### src/design/assert_macros.svh
// Assertion macros shared by the trial vector engine modules.
`ifndef ASSERT_MACROS_SVH
`define ASSERT_MACROS_SVH

// Same-cycle implication, checked outside reset.
`define ASSERT_IMPLY(lbl, clk, rst_n, ante, cons) \
	lbl: assert property (@(posedge clk) disable iff (!rst_n) (ante) |-> (cons)) \
		else $error("assertion failed: same-cycle implication");

// Next-cycle implication, checked outside reset.
`define ASSERT_NEXT(lbl, clk, rst_n, ante, cons) \
	lbl: assert property (@(posedge clk) disable iff (!rst_n) (ante) |=> (cons)) \
		else $error("assertion failed: next-cycle implication");

`endif

### src/design/dtve_pkg.sv
// Shared types and constants of the trial vector engine.
`timescale 1ns / 1ps
package dtve_pkg;

	localparam int ADDR_W = 6;
	localparam int DATA_W = 64;

	// splitmix64 constants.
	localparam logic [63:0] GOLDEN = 64'h9e3779b97f4a7c15;
	localparam logic [63:0] MIX_C1 = 64'hbf58476d1ce4e5b9;
	localparam logic [63:0] MIX_C2 = 64'h94d049bb133111eb;
	localparam int SHIFT_A = 30;
	localparam int SHIFT_B = 27;
	localparam int SHIFT_C = 31;

	// Register reset values.
	localparam logic [15:0] BOUND_LOW_RST = 16'hB000;
	localparam logic [15:0] BOUND_HIGH_RST = 16'h5000;
	localparam logic [16:0] CROSS_RATE_RST = 17'h08000;
	localparam logic [15:0] MUT_FACTOR_RST = 16'h8000;

	localparam logic [47:0] SCORE_MAX = 48'hFFFF_FFFF_FFFF;

	typedef enum logic [2:0] {
		REG_BOUND_LOW  = 3'd0,
		REG_BOUND_HIGH = 3'd1,
		REG_CROSS_RATE = 3'd2,
		REG_MUT_FACTOR = 3'd3,
		REG_RNG_SEED   = 3'd4
	} reg_idx_t;

	typedef struct packed {
		logic [15:0] bound_low;
		logic [15:0] bound_high;
		logic [16:0] cross_rate;
		logic [15:0] mut_factor;
		logic        seed_load;
		logic [63:0] seed;
	} cfg_t;

	typedef enum logic [2:0] {
		ST_IDLE,
		ST_MUL1,
		ST_ADD1,
		ST_MUL2,
		ST_ADD2,
		ST_SEL,
		ST_SQR,
		ST_ACC
	} state_t;

	typedef struct packed {
		logic load;
		logic mul1;
		logic add1;
		logic mul2;
		logic add2;
		logic sel;
		logic sqr;
		logic acc;
	} dp_cmd_t;

endpackage

### src/design/dtve_ctrl.sv
// Sequencer state machine and output word handshake of the trial vector engine.
`timescale 1ns / 1ps
`include "assert_macros.svh"
module dtve_ctrl (
	input  logic              clk,
	input  logic              arst_n,
	input  logic              in_valid,
	output logic              in_ready,
	output logic              out_valid,
	input  logic              out_ready,
	output dtve_pkg::dp_cmd_t cmd
);
	import dtve_pkg::*;

	state_t st_q;
	state_t st_d;
	logic   out_valid_q;

	always_ff @(posedge clk or negedge arst_n) begin
		if (!arst_n) begin
			st_q <= ST_IDLE;
		end else begin
			st_q <= st_d;
		end
	end

	always_comb begin
		st_d = st_q;
		cmd  = '0;
		unique case (st_q)
			ST_IDLE: begin
				if (in_valid) begin
					cmd.load = 1'b1;
					st_d     = ST_MUL1;
				end
			end
			ST_MUL1: begin
				cmd.mul1 = 1'b1;
				st_d     = ST_ADD1;
			end
			ST_ADD1: begin
				cmd.add1 = 1'b1;
				st_d     = ST_MUL2;
			end
			ST_MUL2: begin
				cmd.mul2 = 1'b1;
				st_d     = ST_ADD2;
			end
			ST_ADD2: begin
				cmd.add2 = 1'b1;
				st_d     = ST_SEL;
			end
			ST_SEL: begin
				cmd.sel = 1'b1;
				st_d    = ST_SQR;
			end
			ST_SQR: begin
				cmd.sqr = 1'b1;
				st_d    = ST_ACC;
			end
			ST_ACC: begin
				// Wait here while the output register still holds an untaken word.
				if (!out_valid_q || out_ready) begin
					cmd.acc = 1'b1;
					st_d    = ST_IDLE;
				end
			end
			default: st_d = ST_IDLE;
		endcase
	end

	always_ff @(posedge clk or negedge arst_n) begin
		if (!arst_n) begin
			out_valid_q <= 1'b0;
		end else if (cmd.acc) begin
			out_valid_q <= 1'b1;
		end else if (out_ready) begin
			out_valid_q <= 1'b0;
		end
	end

	assign in_ready  = (st_q == ST_IDLE);
	assign out_valid = out_valid_q;

	`ASSERT_NEXT(a_load_starts, clk, arst_n, in_valid && in_ready, st_q == ST_MUL1)
	`ASSERT_NEXT(a_acc_emits, clk, arst_n, cmd.acc, out_valid_q && (st_q == ST_IDLE))
	`ASSERT_IMPLY(a_acc_room, clk, arst_n, cmd.acc, !out_valid_q || out_ready)

endmodule

### config.mk
export PLATFORM = sky130hd
export DESIGN_NAME = dtve_ctrl
export DESIGN_NICKNAME = d
export VERILOG_FILES = /design/src/design/dtve_pkg.sv /design/src/design/dtve_ctrl.sv
export VERILOG_INCLUDE_DIRS = /design/src /design/src/design
export SDC_FILE = /design/constraint.sdc
export NUM_CORES = 1
export LEC_CHECK = 0
export ABC_AREA = 1
export BUFFER_PORTS_ARGS = -buffer_cell sky130_fd_sc_hd__buf_4
export CORE_AREA = 4 4 41 43
export CTS_CLUSTER_DIAMETER = 50
export DETAILED_ROUTE_END_ITERATION = 10
export DIE_AREA = 0 0 45 47
export GPL_TIMING_DRIVEN = 0
export PLACE_DENSITY = 0.56
export SYNTH_ARGS = -nofsm -noshare
export SYNTH_HDL_FRONTEND = slang
export SYNTH_SLANG_ARGS = --single-unit
### constraint.sdc
create_clock -name clk -period 2.2 [get_ports clk]
set_clock_uncertainty 0.2 [all_clocks]
set_input_delay 0.22 -clock clk [delete_from_list [all_inputs] [get_ports clk]]
set_output_delay 0.22 -clock clk [all_outputs]
set_load 0.02 [all_outputs]
After elaboration in Yosys (flattened, before gate mapping) --
Cells that the tools add are included.
Operators by class: $add $sub $neg 0, multiply operators 0, div/mod/pow operators 0, $lt $le $gt $ge 0, eq/ne operators 9, shift-type cells 0, mux-type cells 15, bitwise gates (word level) 0, reduce and logical (&&, ||, !) cells 5
Operators by type and width (count):
- $pmux W3 S8 | 1
- $eq A3 B3 Y1 const B | 4
- $mux W1 | 12
- $eq A3 B2 Y1 const B | 2
- $mux W3 | 2
- $ne A2 B2 Y1 const B | 2
- $eq A3 B1 Y1 const B | 1
- $logic_not A3 Y1 | 1
- $reduce_and A2 Y1 | 1
- $reduce_bool A2 Y1 | 1
- $logic_not A1 Y1 | 1
- $logic_or A1 B1 Y1 | 1
Word-level totals: register bits after elaboration 4, latch bits 0, bits in writable memories 0, ROM bits 0, input port bits 4, memories kept 0

Logic depth before layout (Yosys ltp) --
depth after elaboration 5, mapped depth 8, depth with buffers taken out 8

Worst setup path before layout --
OpenSTA, ideal clock, no wires.
path type flip-flop to output port, start point reg st_q[0], end point out cmd[7] in the netlist's numbering, arrival 1.249 ns, required time 1.780 ns, slack 0.531 ns, cell stages (with the launch flop) 5, buffers on the path 0, cells stage by stage dfrtp_1 inv_1 ha_1 inv_1 nor3_1
RTL lines:
- start: declaration | RTL line dtve_ctrl.sv:15 | state_t st_q;
- start signal: assignment | RTL line dtve_ctrl.sv:23 | st_q <= st_d;
- end: declaration | RTL line dtve_ctrl.sv:11 | output dtve_pkg::dp_cmd_t cmd

==> reports/qor.yml <==
gp_congestion: 0.676
crit_slowest_cell: "dfrtp_1"
yosysSeqAreaShare: 0.273
syn_nets: 59
clock.fmax_ghz: 0.562
required_ns: 1.78
syn_avg_cell_area_um2: 7.19
report.final.slew_viol_count: 0
critPathKind: "reg2out"
slew_headroom: 0.877
route.detailed.drc: 0
fin_crit_sh: 0.809
cts_root_buf: "clkbuf_4"
dieArea_mm2: 0.00212
cp-start-kind: "flop"
core_mm2: 0.00130
critPathMostFrequentCell: "inv_1"
grt_pass1_vias: 269
worstMarginPinSlew_ns: 0.184
clock_path_buffers: 2
drt-wirelength-per-cell_um: 8.06
grt_max_degree: 11
postLayoutCoreUtil: 0.396
pwr-share-clk: 0.117
cts_tree: "done"
crit_chain: "inv_1 -> ha_1 -> inv_1 -> nor3_1 -> buf_4"
synth_warnings: 0
syn_area_um2: 367
cts_sinks: 4
status: "complete, no violations"
place_ws_ns: 0.643
synth-async-reset-ratio: 1.00
vdd_drop_max_mv: 0.463
p_leak_nw: 0.354
insertedDiodeCount: 0
rows: 13
power_density_mw_per_mm2: 1460
area_growth_pct: 40.6
synth_cells: 51
finalHoldViolCount: 0
via_per_inst: 3.93
dp_hpwl_um: 552
ant_nets: 0
end_kind: "primary output"
h-tree-depth: 1
cts.clk_slew.worst_paths_ns: 0.04
netSwitchingFraction: 0.492
yosysTopAreaCellShare: 0.273
yosys_most_used_dff: "dfrtp_1"
worst_hold_slack_ns: 0.0880
die_h_um: 47
ioPinCount: 14
period_minus_slack_ns: 1.78
grt_overflow_total: 0
first_iter_violations: 4
grt_setup_unrepaired: "false"
drive_gt1_frac: 0.324
grt_pass1_wl_mm: 1.08
fin_nets: 78
fp.dieW_um: 45
maxCapViolCount: 0
start_util: 0.282
critPathMaxFanout: 4
num_vias: 326
pwr-share-comb: 0.689
setup-violations-final: 0
synthTopCellsByCount: "inv_1 (14), nand2_1 (13), dfrtp_1 (4), ha_1 (4), nor2_1 (4)"
wl_um: 669
clkLatencyLatePin_ns: 0.23
seqPwrFrac: 0.194
numCtsBuffers: 3
postCtsSetupRepairBufs: 0
antenna_found_initial: 0
arrival_ns: 1.36
port_buffers: 13
synth_cell_types: 14
synth.area.top_cells: "dfrtp_1 (27%), inv_1 (14%), ha_1 (14%), nand2_1 (13%), nor2_8 (5.5%)"
critPathMaxStageDelay_ns: 0.40
synth_top_area_cell: "dfrtp_1"
hp-class: "in2reg"
tns_ns: 0
setup_slack_ns: 0.420
synth_most_common_cell: "inv_1"
grt_use_total: 0.0746
synth_edf_count: 0
p_sw_mw: 0.370
drt-pass1-iter-count: 3
p_int_mw: 0.382
ys_ff_latch: 4
==> what timing repair did <==
action	CTS	global route
gates resized for setup	0	0
endpoints found under the hold margin	4	0
hold buffers	1	0
==> worst max-delay path, delay by kind of cell (launching register included) <==
family,cells,cell delay (ns)
DFF,1,0.40
and+or+nand+nor,1,0.18
buffers and inverters,3,0.37
adders and majority gates,1,0.18
==> final cells by class <==
type / count / area (µm²)
inverter: 14 / 52.6
multi-input combinational: 32 / 203
sequential: 4 / 100
fill: 155 / 786
clock buffer: 3 / 22.5
tap: 15 / 18.8
timing repair buffer: 14 / 108
buffer: 1 / 11.3
==> routing by layer <==
layer  GRT usage  vias to the layer above  share of wire
met5           0                        -              0
met4      0.0702                        0              0
li1            -                      183              -
met3      0.0230                        0          0.067
met2      0.0989                        7           0.46
met1      0.0945                      136           0.47
==> power by group through the flow <==
stage	logic, mW	registers [mW]	clock network [mW]
floorplan	0.359	0.152	0
global placement	0.524	0.148	0
detailed placement	0.527	0.148	0
CTS	0.529	0.147	0.0929
global route	0.584	0.152	0.0974
finish	0.518	0.146	0.0877
==> per-stage QoR <==
stage / cells / total power, mW / area [µm²]
3_3_place_gp: 79 / 0.671 / 483
6_report: 83 / 0.752 / 515
4_1_cts: 83 / 0.768 / 515
5_1_grt: 83 / 0.834 / 515
3_5_place_dp: 79 / 0.675 / 483
2_1_floorplan: 51 / 0.510 / 367
==> kinds of logic (layout without fill, tap and decap cells) <==
logic type                 count (synthesis)  count (layout)  synth area share
and+or+nand+nor                           26              26             0.382
buffers and inverters                     15              32             0.174
adders and majority gates                  4               4             0.137
DFF                                        4               4             0.273
AOI/OAI and AO/OA                          2               2            0.0341
==> path summary, 6_finish.rpt <==
kind	from	endpoint	slack (ns)	cells past startpoint
max	st_q[0]	cmd[7]	0.42	5
min	out_ready	out_valid	0.09	4
max reg2reg	st_q[0]	st_q[1]	0.77	8
min reg2reg	st_q[0]	st_q[0]	0.34	2
max in group asynchronous	arst_n	st_q[1]	1.57	2
min in group asynchronous	arst_n	st_q[2]	0.12	2
==> layout by cell type (no fill, tap or decap), types with 2 or more instances in the layout <==
cell	instances
ha_1	4
nor2_1	4
dfrtp_1	4
nand2_1	13
nand3_1	3
nand2_2	2
inv_1	14
clkbuf_4	3
buf_4	13
==> registers in the layout (all words and copies together) (netlist names) <==
register   cells
out_valid      1
st_q           3
Note: power is estimated with default switching activity, not from simulation.
