[src/design/assert_macros.svh]
// Assertion macros shared by the trial vector engine modules.
`ifndef ASSERT_MACROS_SVH
`define ASSERT_MACROS_SVH

// Same-cycle implication, checked outside reset.
`define ASSERT_IMPLY(lbl, clk, rst_n, ante, cons) \
	lbl: assert property (@(posedge clk) disable iff (!rst_n) (ante) |-> (cons)) \
		else $error("assertion failed: same-cycle implication");

// Next-cycle implication, checked outside reset.
`define ASSERT_NEXT(lbl, clk, rst_n, ante, cons) \
	lbl: assert property (@(posedge clk) disable iff (!rst_n) (ante) |=> (cons)) \
		else $error("assertion failed: next-cycle implication");

`endif

[src/design/dtve_pkg.sv]
// Shared types and constants of the trial vector engine.
`timescale 1ns / 1ps
package dtve_pkg;

	localparam int ADDR_W = 6;
	localparam int DATA_W = 64;

	// splitmix64 constants.
	localparam logic [63:0] GOLDEN = 64'h9e3779b97f4a7c15;
	localparam logic [63:0] MIX_C1 = 64'hbf58476d1ce4e5b9;
	localparam logic [63:0] MIX_C2 = 64'h94d049bb133111eb;
	localparam int SHIFT_A = 30;
	localparam int SHIFT_B = 27;
	localparam int SHIFT_C = 31;

	// Register reset values.
	localparam logic [15:0] BOUND_LOW_RST = 16'hB000;
	localparam logic [15:0] BOUND_HIGH_RST = 16'h5000;
	localparam logic [16:0] CROSS_RATE_RST = 17'h08000;
	localparam logic [15:0] MUT_FACTOR_RST = 16'h8000;

	localparam logic [47:0] SCORE_MAX = 48'hFFFF_FFFF_FFFF;

	typedef enum logic [2:0] {
		REG_BOUND_LOW  = 3'd0,
		REG_BOUND_HIGH = 3'd1,
		REG_CROSS_RATE = 3'd2,
		REG_MUT_FACTOR = 3'd3,
		REG_RNG_SEED   = 3'd4
	} reg_idx_t;

	typedef struct packed {
		logic [15:0] bound_low;
		logic [15:0] bound_high;
		logic [16:0] cross_rate;
		logic [15:0] mut_factor;
		logic        seed_load;
		logic [63:0] seed;
	} cfg_t;

	typedef enum logic [2:0] {
		ST_IDLE,
		ST_MUL1,
		ST_ADD1,
		ST_MUL2,
		ST_ADD2,
		ST_SEL,
		ST_SQR,
		ST_ACC
	} state_t;

	typedef struct packed {
		logic load;
		logic mul1;
		logic add1;
		logic mul2;
		logic add2;
		logic sel;
		logic sqr;
		logic acc;
	} dp_cmd_t;

endpackage

[src/design/dtve_cfg.sv]
// APB register file of the trial vector engine.
`timescale 1ns / 1ps
module dtve_cfg (
	input  logic                         clk,
	input  logic                         arst_n,
	input  logic                         psel,
	input  logic                         penable,
	input  logic                         pwrite,
	input  logic [dtve_pkg::ADDR_W-1:0]  paddr,
	input  logic [dtve_pkg::DATA_W-1:0]  pwdata,
	output logic [dtve_pkg::DATA_W-1:0]  prdata,
	output logic                         pready,
	output dtve_pkg::cfg_t               cfg
);
	import dtve_pkg::*;

	logic [15:0] bound_low_q;
	logic [15:0] bound_high_q;
	logic [16:0] cross_rate_q;
	logic [15:0] mut_factor_q;
	logic [63:0] seed_q;
	logic        wr_en;
	reg_idx_t    idx;

	assign pready = 1'b1;
	assign wr_en  = psel & penable & pwrite;
	assign idx    = reg_idx_t'(paddr[ADDR_W-1:3]);

	always_ff @(posedge clk or negedge arst_n) begin
		if (!arst_n) begin
			bound_low_q  <= BOUND_LOW_RST;
			bound_high_q <= BOUND_HIGH_RST;
			cross_rate_q <= CROSS_RATE_RST;
			mut_factor_q <= MUT_FACTOR_RST;
			seed_q       <= '0;
		end else if (wr_en) begin
			unique case (idx)
				REG_BOUND_LOW:  bound_low_q  <= pwdata[15:0];
				REG_BOUND_HIGH: bound_high_q <= pwdata[15:0];
				REG_CROSS_RATE: cross_rate_q <= pwdata[16:0];
				REG_MUT_FACTOR: mut_factor_q <= pwdata[15:0];
				REG_RNG_SEED:   seed_q       <= pwdata;
				default: ;
			endcase
		end
	end

	always_comb begin
		unique case (idx)
			REG_BOUND_LOW:  prdata = {48'h0, bound_low_q};
			REG_BOUND_HIGH: prdata = {48'h0, bound_high_q};
			REG_CROSS_RATE: prdata = {47'h0, cross_rate_q};
			REG_MUT_FACTOR: prdata = {48'h0, mut_factor_q};
			REG_RNG_SEED:   prdata = seed_q;
			default:        prdata = '0;
		endcase
	end

	// The seed write reloads the generator state at the same edge.
	assign cfg.bound_low  = bound_low_q;
	assign cfg.bound_high = bound_high_q;
	assign cfg.cross_rate = cross_rate_q;
	assign cfg.mut_factor = mut_factor_q;
	assign cfg.seed_load  = wr_en && (idx == REG_RNG_SEED);
	assign cfg.seed       = pwdata;

endmodule

[config.mk]
export PLATFORM = sky130hd
export DESIGN_NAME = dtve_cfg
export DESIGN_NICKNAME = d
export VERILOG_FILES = /design/src/design/assert_macros.svh /design/src/design/dtve_pkg.sv /design/src/design/dtve_cfg.sv
export SDC_FILE = /design/constraint.sdc
export NUM_CORES = 1
export LEC_CHECK = 0
export BUFFER_PORTS_ARGS = -buffer_cell sky130_fd_sc_hd__buf_2
export CORE_MARGIN = 2
export CORE_UTILIZATION = 52
export CTS_BUF_LIST = sky130_fd_sc_hd__clkbuf_4 sky130_fd_sc_hd__clkbuf_8 sky130_fd_sc_hd__clkbuf_16
export CTS_CLUSTER_SIZE = 20
export DETAILED_ROUTE_END_ITERATION = 6
export PLACE_DENSITY = 0.88
export SLEW_MARGIN = 20
export SYNTH_ARGS = -nofsm -noshare
export SYNTH_HDL_FRONTEND = slang
export SYNTH_SLANG_ARGS = --single-unit
[constraint.sdc]
create_clock -name clk -period 4.5 [get_ports clk]
set_input_delay 0.9 -clock clk [delete_from_list [all_inputs] [get_ports clk]]
set_output_delay 0.9 -clock clk [all_outputs]
set_load 0.01 [all_outputs]
# After elaboration in Yosys (flattened, before gate mapping)
# Index checks and enable logic that the tools add are counted.
[classes] n_eq_ne=4 muxes=1 n_bitwise=2 n_reduce_logical=7
[ops] op="64-bit case mux with 5 select lines" n=1
[ops] op="2-bit AND reduction" n=5
[ops] op="3-bit by 2-bit equality test with 1-bit output, second input constant" n=2
[ops] op="3-bit by 1-bit equality test with 1-bit output, second input constant" n=1
[ops] op="3-bit equality test, second input constant" n=1
[ops] op="3-bit zero test" n=1
[ops] op="1-bit AND" n=2
[ops] op="1-bit logical AND" n=1
[word_totals] reg_bits=129 input_bits=75 out_inout_bits=195 wordCells=19

# Longest topological paths before layout
# Gate-level depths: netlist (run 1).
[depth] word_depth=3 depth_mapped=6 mapped_depth_nobuf=3

# Least setup slack after synthesis (run 1)
# No wires, ideal clock.
[synth_timing] kind="input to output" from="in paddr[4] in the netlist's numbering" to="out prdata[0] in the netlist's numbering" t_arrival_ns=2.094 required_time_ns=3.600 slack_ns=1.506 stages=6 n_path_buf=3 cell_sequence="clkbuf_2 > buf_2 > buf_4 > mux2i_1 > o2bb2ai_1 > a221o_1"
[synth_via] elab_chain_cells=2 word_cells_on_any_way=6 cone_classes="eq/ne (4); mux (1); reduce/logical (1)"
[synth_rtl] item="from (decl)" line_no="dtve_cfg.sv:9" source="input logic [dtve_pkg::ADDR_W-1:0] paddr,"
[synth_rtl] item="3-bit equality test (tied with other cells)" line_no="dtve_cfg.sv:49" source="unique case (idx)"
[synth_rtl] item="64-bit case mux with 5 select lines *" line_no="dtve_cfg.sv:49"
[synth_rtl] item="to (decl)" line_no="dtve_cfg.sv:11" source="output logic [dtve_pkg::DATA_W-1:0] prdata,"
# Mark *: on every way between the ends. The rest lies on a longest branch, timed or not.

# Worst setup path after layout (run 1)
[layout_timing] from="in paddr[4] in the netlist's numbering" to="out prdata[3] in the netlist's numbering"
# The elaborated chain is that of the path after synthesis.

==> summary.md, run 1 <==
| Metric | Value |
|---|---|
| Post-CTS Setup Bufs | `0` |
| Crit path DAT | `around 2.5 ns` |
| GRT Overall Usage | `between 20 and 25%` |
| Slew Viols, Final | `0` |
| Final setup violating endpoints | `0` |
| Asr flop ratio synth | `100%` |
| Drc violations | `0` |
| FMAX | `293 MHz` |
| Period utilisation layout | `75.8%` |
| Post-place setup slack | `1.10 ns` |
| Fin crit period | `3.41 ns` |
| Syn nets | `around 540` |
| Flop-to-flop setup slack | `between 3 and 4 ns` |
| Clock buffer depth | `2` |
| Synth top area share | `48.7%` |
| Crit Reg-Reg Startpoint | `cross_rate_q[1]$_DFFE_PN0P_` |
| Area growth syn-to-layout | `24.3%` |
| Clock root cell | `clkbuf_16` |
| Leakage | `4.13 nW` |
| Clk pin slew, worst setup/hold paths | `0.05 ns` |
| Critical Path Sink Type | `output port` |
| Outcome | `finished clean` |
| Largest net degree at the start of global routing | `74` |
| WL final | `around 15 mm` |
| Syn avg cell area | `13.6 um2` |
| Hold Crit Class | `register to register` |
| Synth unique cells | `27` |
| Worst hold path depth | `1` |
| FF-to-FF path depth | `1` |
| Critical path type | `input pin to output port` |
| R2R Path End | `cross_rate_q[1]$_DFFE_PN0P_` |
| Hold Vio Cnt, Final | `0` |
| Wirelength per Cell | `18.7 um` |
| Gpl congestion | `0.820` |
| Synth area leader | `dfrtp_1` |
| Worst-margin pin slew | `1.04 ns` |
| Layout cells sized above 1 | `66.5%` |
| Die Y | `114 um` |
| CTS H-tree lvls | `4` |
| CTS resizes | `0` |
| Startpoint types | `input pin` |
| Worst Path Required | `3.60 ns` |
| Vias | `4393` |
| Remaining global-route overflow | `0` |
| Layout Nets | `736` |
| Vias in the first global route | `4681` |
| Clock latency on the worst-skew pair | `0.41 ns` |
| Hold-fix buffers at CTS | `0` |
| Hold_sp | `seed_q[44]$_DFFE_PN0P_` |
| Yosys reg bits | `129` |
| RSZ-0062 raised after global routing | `no` |
| Ant. Diodes | `0` |
| IO Pins | `270` |
| Vias per inst | `5.35` |
| Dpl hpwl | `11.0 mm` |
| TritonCTS buffer count | `17` |
| Seq/Total Area, Yosys | `51.6%` |
| Final setup margin | `1.09 ns` |
| First-pass detailed-route iteration total | `4` |
| Area contributors post-synth | `dfrtp_1, mux2_2, buf_4` |
| Yosys warning total | `0` |
| Peak VDD IR | `between 0.0002 and 0.0003 V` |
| Design Power | `3.56 mW` |
| Port bufs | `265` |
| Synthesized area | `6270 um2` |
| Number of flops mapped to enable cells by yosys | `0` |
| Clock skew | `0 ns` |
| Routed Antenna Nets | `0` |
| Starting DRT DRC Count | `between 200 and 250` |
| Synthesized instance count | `460` |
| Initial Util | `a little over half` |
| Hold Path Sink | `seed_q[44]$_DFFE_PN0P_` |
| Final TNS setup | `0 ns` |
| Max_slew headroom | `30.5%` |
| Core area | `11900 um2` |
| Initial antenna violation count | `0` |
| Rows | `40` |
| Max Cap Viol | `0` |
| Clk sinks | `around 130` |
| First-pass GRT wire length | `approximately 24 mm` |
| Top FF cell, synth | `dfrtp_1` |
| Die area | `13000 um2` |
| Final Core Density | `65.5%` |
| CTS tree | `yes` |
| CP Max Fanout | `38` |
| Die width | `114 um` |
| Power Density | `about 460 nW/um2` |
## worst max-delay path by stage
stage	start	end	slack [ns]	cells past startpoint
after detailed placement	paddr[4]	prdata[3]	1.10	7
after global routing	paddr[4]	prdata[3]	1.00	7
after global placement	paddr[4]	prdata[3]	1.10	7
after floorplan	paddr[4]	prdata[0]	1.51	6
after CTS	paddr[4]	prdata[3]	1.08	7
final	paddr[4]	prdata[3]	1.09	7
## layer usage
metal	up-vias	wire [um]	GRT usage [%]
li1	1975	-	-
met1	2205	5890	28.2
met2	194	8070	42.9
met3	19	1190	7.65
met4	0	217	8.70
met5	-	0	0
## sequential cells by signal, indices dropped and copies added (netlist names)
register and count:
cross_rate_q 17, bound_high_q 16, bound_low_q 16, seed_q 64, mut_factor_q 16
## worst max-delay path, cell delays in order
cell       delay (ns)
buf_2            0.32
buf_4            0.35
nor3b_4          0.09
buf_4            0.24
o2bb2ai_1        0.16
a221o_1          0.30
buf_2            0.14
## report_power, final
group / switching, mW / internal (mW)
combinational: 0.325 / 0.368
clock: 0.471 / 0.852
sequential: 0.146 / 1.40
## cells by family after synthesis
| family | count (synthesis) | share of synthesized area, % |
|---|---|---|
| muxes | 145 | 26.3 |
| AOI/OAI and AO/OA | 33 | 4.87 |
| and+or+nand+nor | 61 | 6.72 |
| DFF | 129 | 51.6 |
| other | 1 | 0.0598 |
| buffers and inverters | 91 | 10.5 |
## synthesized netlist by cell type, drive strengths merged, types with 3 or more instances
cell type  instances
mux2             129
dfrtp            122
buf               84
and2              47
a221o             16
mux2i             16
o2bb2ai           16
clkbuf             7
dfstp              7
nor2               3
## area by class of cell
class / count / area (um2)
Fill cell: 893 / 4110
Sequential cell: 129 / 3240
Multi-Input combinational cell: 240 / 2400
Timing Repair Buffer: 273 / 1400
Clock buffer: 27 / 526
Tap cell: 147 / 184
Clock inverter: 5 / 52.6
## stage by stage
stage          instances  cell area, um2  hold slack, ns
2_1_floorplan        460            6270           0.472
3_3_place_gp         789            7220           0.481
3_5_place_dp         789            7220           0.488
4_1_cts              821            7800           0.500
5_1_grt              821            7800           0.511
6_report             821            7800           0.500
## placed cells by master, fill, tap and decap left out, drive strengths merged
cell | netlist | routed
clkinvlp | 0 | 1
dfstp | 7 | 7
buf | 84 | 273
a21oi | 1 | 1
dfrtp | 122 | 122
nand2b | 1 | 1
bufinv | 0 | 1
mux2 | 129 | 129
nor3 | 2 | 2
conb | 1 | 1
nand4b | 1 | 1
nand3b | 2 | 2
or3 | 1 | 1
mux2i | 16 | 16
clkinv | 0 | 3
o2bb2ai | 16 | 16
nor2 | 3 | 3
or2b | 1 | 1
and2 | 47 | 47
nand4 | 1 | 1
a221o | 16 | 16
nor3b | 2 | 2
clkbuf | 7 | 27
Note: power is estimated with default switching activity, not from simulation.
==> run 2: changes to the inputs <==
- CORE_UTILIZATION: 52 -> 43
- PLACE_DENSITY: 0.88 -> 0.78
- clock period: 4.5 -> 2.8 ns (I/O delays scaled with it)
==> run 2 against run 1 <==
- core utilization fell by 9.7 points
- power is 68% higher
- setup slack lost 0.86 ns
- sequential power rose by 62%
- sequential share of layout area decreased by 1.1 points
- clock power up 81%
- final area grew 2.7%
- sequential cell count unchanged
- critical path type unchanged
==> summary.md, run 2 (synthesis results as in run 1) <==
| Metric | Value |
|---|---|
| Outcome | `finished clean` |
| Clock root cell | `clkbuf_16` |
| Remaining global-route overflow | `0` |
| GRT Overall Usage | `20.2%` |
| Worst Path Required | `between 2 and 2.5 ns` |
| Vias per inst | `5.13` |
| Clk pin slew, worst setup/hold paths | `about 0.060 ns` |
| Max_slew headroom | `30.1%` |
| Hold Crit Class | `input pin to async pin` |
| First-pass detailed-route iteration total | `4` |
| Wirelength per Cell | `17.9 um` |
| Die area | `15600 um2` |
| Largest net degree at the start of global routing | `57` |
| Layout Nets | `745` |
| Die Y | `around 120 um` |
| Fin crit period | `~2.6 ns` |
| Placement Cell Area | `around 7400 um2` |
| Layout cells sized above 1 | `between 60% and 70%` |
| CTS resizes | `0` |
| Critical path type | `input pin to output port` |
| Clock buffer depth | `2` |
| Initial Util | `43.7%` |
| Worst-margin pin slew | `1.05 ns` |
| Die width | `125 um` |
| Hold Vio Cnt, Final | `0` |
| Final instance area | `8010 um2` |
| Slowest CP cell | `buf_4` |
| Worst hold slack | `approximately 0.17 ns` |
| Drc violations | `0` |
| IO Pins | `270` |
| CP Max Fanout | `43` |
| Final setup violating endpoints | `0` |
| Clk sinks | `129` |
| Startpoint types | `input pin` |
| Gpl congestion | `around 0.80` |
| Vias in the first global route | `about 4600` |
| FMAX | `390 MHz` |
| Final TNS setup | `0 ns` |
| Crit-path max cell delay | `about 0.40 ns` |
| Worst-path cell chain | `buf_2 > buf_4 > nor3b_4 > buf_4 > o2bb2ai_1 > a221o_1 > buf_2` |
| WL final | `15.6 mm` |
| Largest register by flop count | `seed_q` |
| Rows | `between 40 and 50` |
| Period utilisation layout | `roughly nine tenths` |
| TritonCTS buffer count | `17` |
| Max reg flops | `64` |
| Clock skew | `0 ns` |
| Post-CTS Setup Bufs | `0` |
| Top flop regs | `seed_q x64, cross_rate_q x17` |
| Commonest non-fill, non-tap cells in the layout | `buf_2, dfrtp_1, mux2_2, and2_1, clkbuf_16` |
| Dpl hpwl | `approximately 11 mm` |
| Final setup margin | `0.235 ns` |
| Area growth syn-to-layout | `27.7%` |
| Power Density | `748 nW/um2` |
| Vias | `between 4000 and 5000` |
| Critical Path Sink Type | `output port` |
| RSZ-0062 raised after global routing | `no` |
| Max Cap Viol | `0` |
| Hold-fix buffers at CTS | `0` |
| Clock latency on the worst-skew pair | `0.41 ns` |
| CTS tree | `yes` |
| Initial antenna violation count | `1` |
| Peak VDD IR | `0.000363 V` |
| Post-place setup slack | `0.0473 ns` |
| Port bufs | `265` |
| CTS H-tree lvls | `4` |
| First-pass GRT wire length | `roughly 25 mm` |
| Core area | `14400 um2` |
| Starting DRT DRC Count | `~210` |
| Slew Viols, Final | `0` |
| Routed Antenna Nets | `0` |
| Leakage | `4.20 nW` |
| Crit path DAT | `2.01 ns` |
| Most common cell after layout, fill and taps aside | `buf_2` |
## run 2: changes by cell type in the layout (fill, tap and decap cells not counted), sizes merged
| cell | previous run | this run |
|---|---|---|
| inv | 0 | 2 |
| clkbuf | 27 | 20 |
| clkinvlp | 1 | 3 |
| diode | 0 | 1 |
| bufinv | 1 | 4 |
| buf | 273 | 282 |
## run 2: cell type report
| cell class | instances | area [um2] |
|---|---|---|
| fillers | 1174 | 6360 |
| multi-input cells | 240 | 2400 |
| clock inverters | 12 | 179 |
| clock buffers | 20 | 467 |
| well taps | 184 | 230 |
| flip-flops and latches | 129 | 3240 |
| repair buffers | 282 | 1490 |
| diodes | 1 | 2.50 |
## run 2: critical path: cells and delay by family
family                 cells  cell delay, ns
buffers and inverters      4            0.88
AOI/OAI and AO/OA          2            0.45
and+or+nand+nor            1            0.09
## run 2: path summary, 6_finish.rpt
path | startpoint | end | slack, ns | depth (start not counted)
worst min-delay path | arst_n | cross_rate_q[9]$_DFFE_PN0P_ | 0.17 | 1
min in group clk | pwdata[57] | seed_q[57]$_DFFE_PN0P_ | 0.39 | 2
worst min register to register | seed_q[57]$_DFFE_PN0P_ | seed_q[57]$_DFFE_PN0P_ | 0.50 | 1
worst max register to register | bound_high_q[4]$_DFFE_PN0P_ | bound_high_q[4]$_DFFE_PN0P_ | 2.00 | 1
max in group asynchronous | arst_n | mut_factor_q[15]$_DFFE_PN1P_ | 1.78 | 2
worst max-delay path | paddr[4] | prdata[6] | 0.23 | 7
## run 2: routing by layer
| layer | global-route usage, % | share of wire [%] | vias to the layer above |
|---|---|---|---|
| met1 | 24.5 | 42 | 2226 |
| met2 | 32.9 | 48 | 207 |
| met5 | 0 | 0 | - |
| met3 | 7.82 | 8.8 | 22 |
| met4 | 7.34 | 1.5 | 0 |
| li1 | - | - | 1994 |
## run 2: metrics by stage
stage	total power, mW	instances	util, %
after global routing	6.28	868	55.7
after global placement	3.58	835	51.2
after detailed placement	3.64	835	51.2
after floorplan	3.14	460	-
final	5.99	868	55.7
after CTS	6.07	867	55.7
## run 2: where the power goes
| part | total [mW] | switching (mW) | internal [mW] | leakage, nW |
|---|---|---|---|---|
| Combinational | 1.11 | 0.518 | 0.595 | 2.26 |
| Clock | 2.39 | 0.826 | 1.56 | 0.309 |
| Sequential | 2.49 | 0.244 | 2.25 | 1.63 |
==> run 3: changes to the inputs <==
- PLACE_DENSITY: 0.78 -> not set
- PLACE_DENSITY_LB_ADDON: not set -> 0.3
==> run 3 against run 2 <==
- cell count decreased by 0.58%
- combinational power about the same
- sequential cell count did not move
- maximum frequency rose by 9.1%
- largest power group unchanged
- clock power is 14% lower
==> summary.md, run 3 (synthesis results as in run 1) <==
| Metric | Value |
|---|---|
| Worst hold slack | `0.256 ns` |
| Hold-fix buffers at CTS | `0` |
| R2R Path End | `bound_low_q[6]$_DFFE_PN0P_` |
| Clock buffer depth | `2` |
| Largest register by flop count | `seed_q` |
| FMAX | `425 MHz` |
| Setup crit end | `prdata[10]` |
| Critical Path Sink Type | `output port` |
| Largest net degree at the start of global routing | `130` |
| Layout Nets | `741` |
| Drc violations | `0` |
| Slew Viols, Final | `0` |
| Dpl hpwl | `about 11 mm` |
| Flop-to-flop setup slack | `2.00 ns` |
| CTS tree | `yes` |
| Crit path DAT | `between 1.5 and 2 ns` |
| Die width | `~120 um` |
| Wirelength per Cell | `17.9 um` |
| Vias in the first global route | `4525` |
| Worst-margin pin slew | `1.05 ns` |
| Core area | `between 10000 and 15000 um2` |
| Top flop regs | `seed_q x64, cross_rate_q x17` |
| Clk pin slew, worst setup/hold paths | `0.06 ns` |
| Worst Path Required | `2.24 ns` |
| Post-CTS Setup Bufs | `0` |
| Post-Layout Cell Count | `about 860` |
| Port bufs | `265` |
| Vias | `4318` |
| Fin crit period | `between 2 and 2.5 ns` |
| Crit Reg-Reg Startpoint | `bound_low_q[6]$_DFFE_PN0P_` |
| FF-to-FF path depth | `1` |
| CTS H-tree lvls | `4` |
| Most common cell after layout, fill and taps aside | `buf_2` |
| First-pass detailed-route iteration total | `4` |
| Clock latency on the worst-skew pair | `0.40 ns` |
| Placed cells | `~830` |
| First-pass GRT wire length | `between 20 and 25 mm` |
| Starting DRT DRC Count | `176` |
| Layout cells sized above 1 | `66.7%` |
| Period utilisation layout | `84.0%` |
| Outcome | `finished clean` |
| GRT Overall Usage | `around 20%` |
| Initial antenna violation count | `0` |
| Clock root cell | `clkbuf_16` |
| Startpoint types | `input pin` |
| Final setup violating endpoints | `0` |
| Crit path from | `paddr[4]` |
| Max_slew headroom | `30.3%` |
| Hold Crit Class | `input pin to async pin` |
| WL final | `15.4 mm` |
| Leakage | `4.15 nW` |
| CTS resizes | `0` |
| Ant. Diodes | `0` |
| IO Pins | `270` |
| Max Cap Viol | `0` |
| Final TNS setup | `0 ns` |
| CP Max Fanout | `16` |
| Clock skew | `0 ns` |
| RSZ-0062 raised after global routing | `no` |
| Vias per inst | `between 5 and 6` |
| # fillers | `between 1000 and 1500` |
| Hold Vio Cnt, Final | `0` |
| Critical path type | `input pin to output port` |
| Routed Antenna Nets | `0` |
| Max reg flops | `64` |
| Die Y | `125 um` |
| TritonCTS buffer count | `17` |
| Remaining global-route overflow | `0` |
| Clk sinks | `129` |
| Commonest non-fill, non-tap cells in the layout | `buf_2, dfrtp_1, mux2_2, and2_1, clkbuf_16` |
| Gpl congestion | `between 0.7 and 0.8` |
| Initial Util | `43.7%` |
| Power Density | `between 700 and 800 nW/um2` |
| Rows | `44` |
| Peak VDD IR | `0.000364 V` |
| Die area | `around 16000 um2` |
| Area growth syn-to-layout | `25.5%` |
[run 3: report_power, final]
| part | internal, mW | total [mW] | switching [mW] |
|---|---|---|---|
| registers | 2.25 | 2.47 | 0.227 |
| clock network | 1.28 | 2.06 | 0.787 |
| logic | 0.593 | 1.10 | 0.512 |
| total | 4.11 | 5.64 | 1.53 |
[run 3: final cells by class]
class                   instances  area (um2)  area share (%)
well taps                     184         230            2.92
repair buffers                278        1450            18.4
multi-input cells             240        2400            30.5
clock inverters                10        87.6            1.11
flip-flops and latches        129        3240            41.1
clock buffers                  22         469            5.96
[run 3: worst min path at each step]
| stage | startpoint | depth (start not counted) | endpoint |
|---|---|---|---|
| 6_report | arst_n | 2 | cross_rate_q[8]$_DFFE_PN0P_ |
| 2_1_floorplan | arst_n | 0 | bound_high_q[0]$_DFFE_PN0P_ |
| 5_1_grt | arst_n | 2 | bound_low_q[7]$_DFFE_PN0P_ |
| 3_5_place_dp | seed_q[17]$_DFFE_PN0P_ | 1 | seed_q[17]$_DFFE_PN0P_ |
| 3_3_place_gp | seed_q[62]$_DFFE_PN0P_ | 1 | seed_q[62]$_DFFE_PN0P_ |
| 4_1_cts | arst_n | 2 | cross_rate_q[8]$_DFFE_PN0P_ |
[run 3: critical path, cell delays in order]
cell and delay [ns]:
buf_2 0.26, buf_12 0.23, mux2i_1 0.22, o2bb2ai_1 0.10
a221o_1 0.26, buf_2 0.14
[run 3: through the flow]
stage,utilization [%],area [um2],power (mW),worst slack [ns]
3_3_place_gp,50.9,7320,3.57,0.421
4_1_cts,54.8,7870,5.72,0.438
6_report,54.8,7870,5.64,0.448
5_1_grt,54.8,7870,5.94,0.356
3_5_place_dp,50.9,7320,3.62,0.409
2_1_floorplan,-,6270,3.14,0.486
[run 3: metal layers]
layer	up-vias	GRT usage, %	part of all wire [%]
li1	1978	-	-
met1	2141	24.0	41
met2	189	33.3	50
met3	10	8.16	8.4
met4	0	5.29	0.67
met5	-	0	0
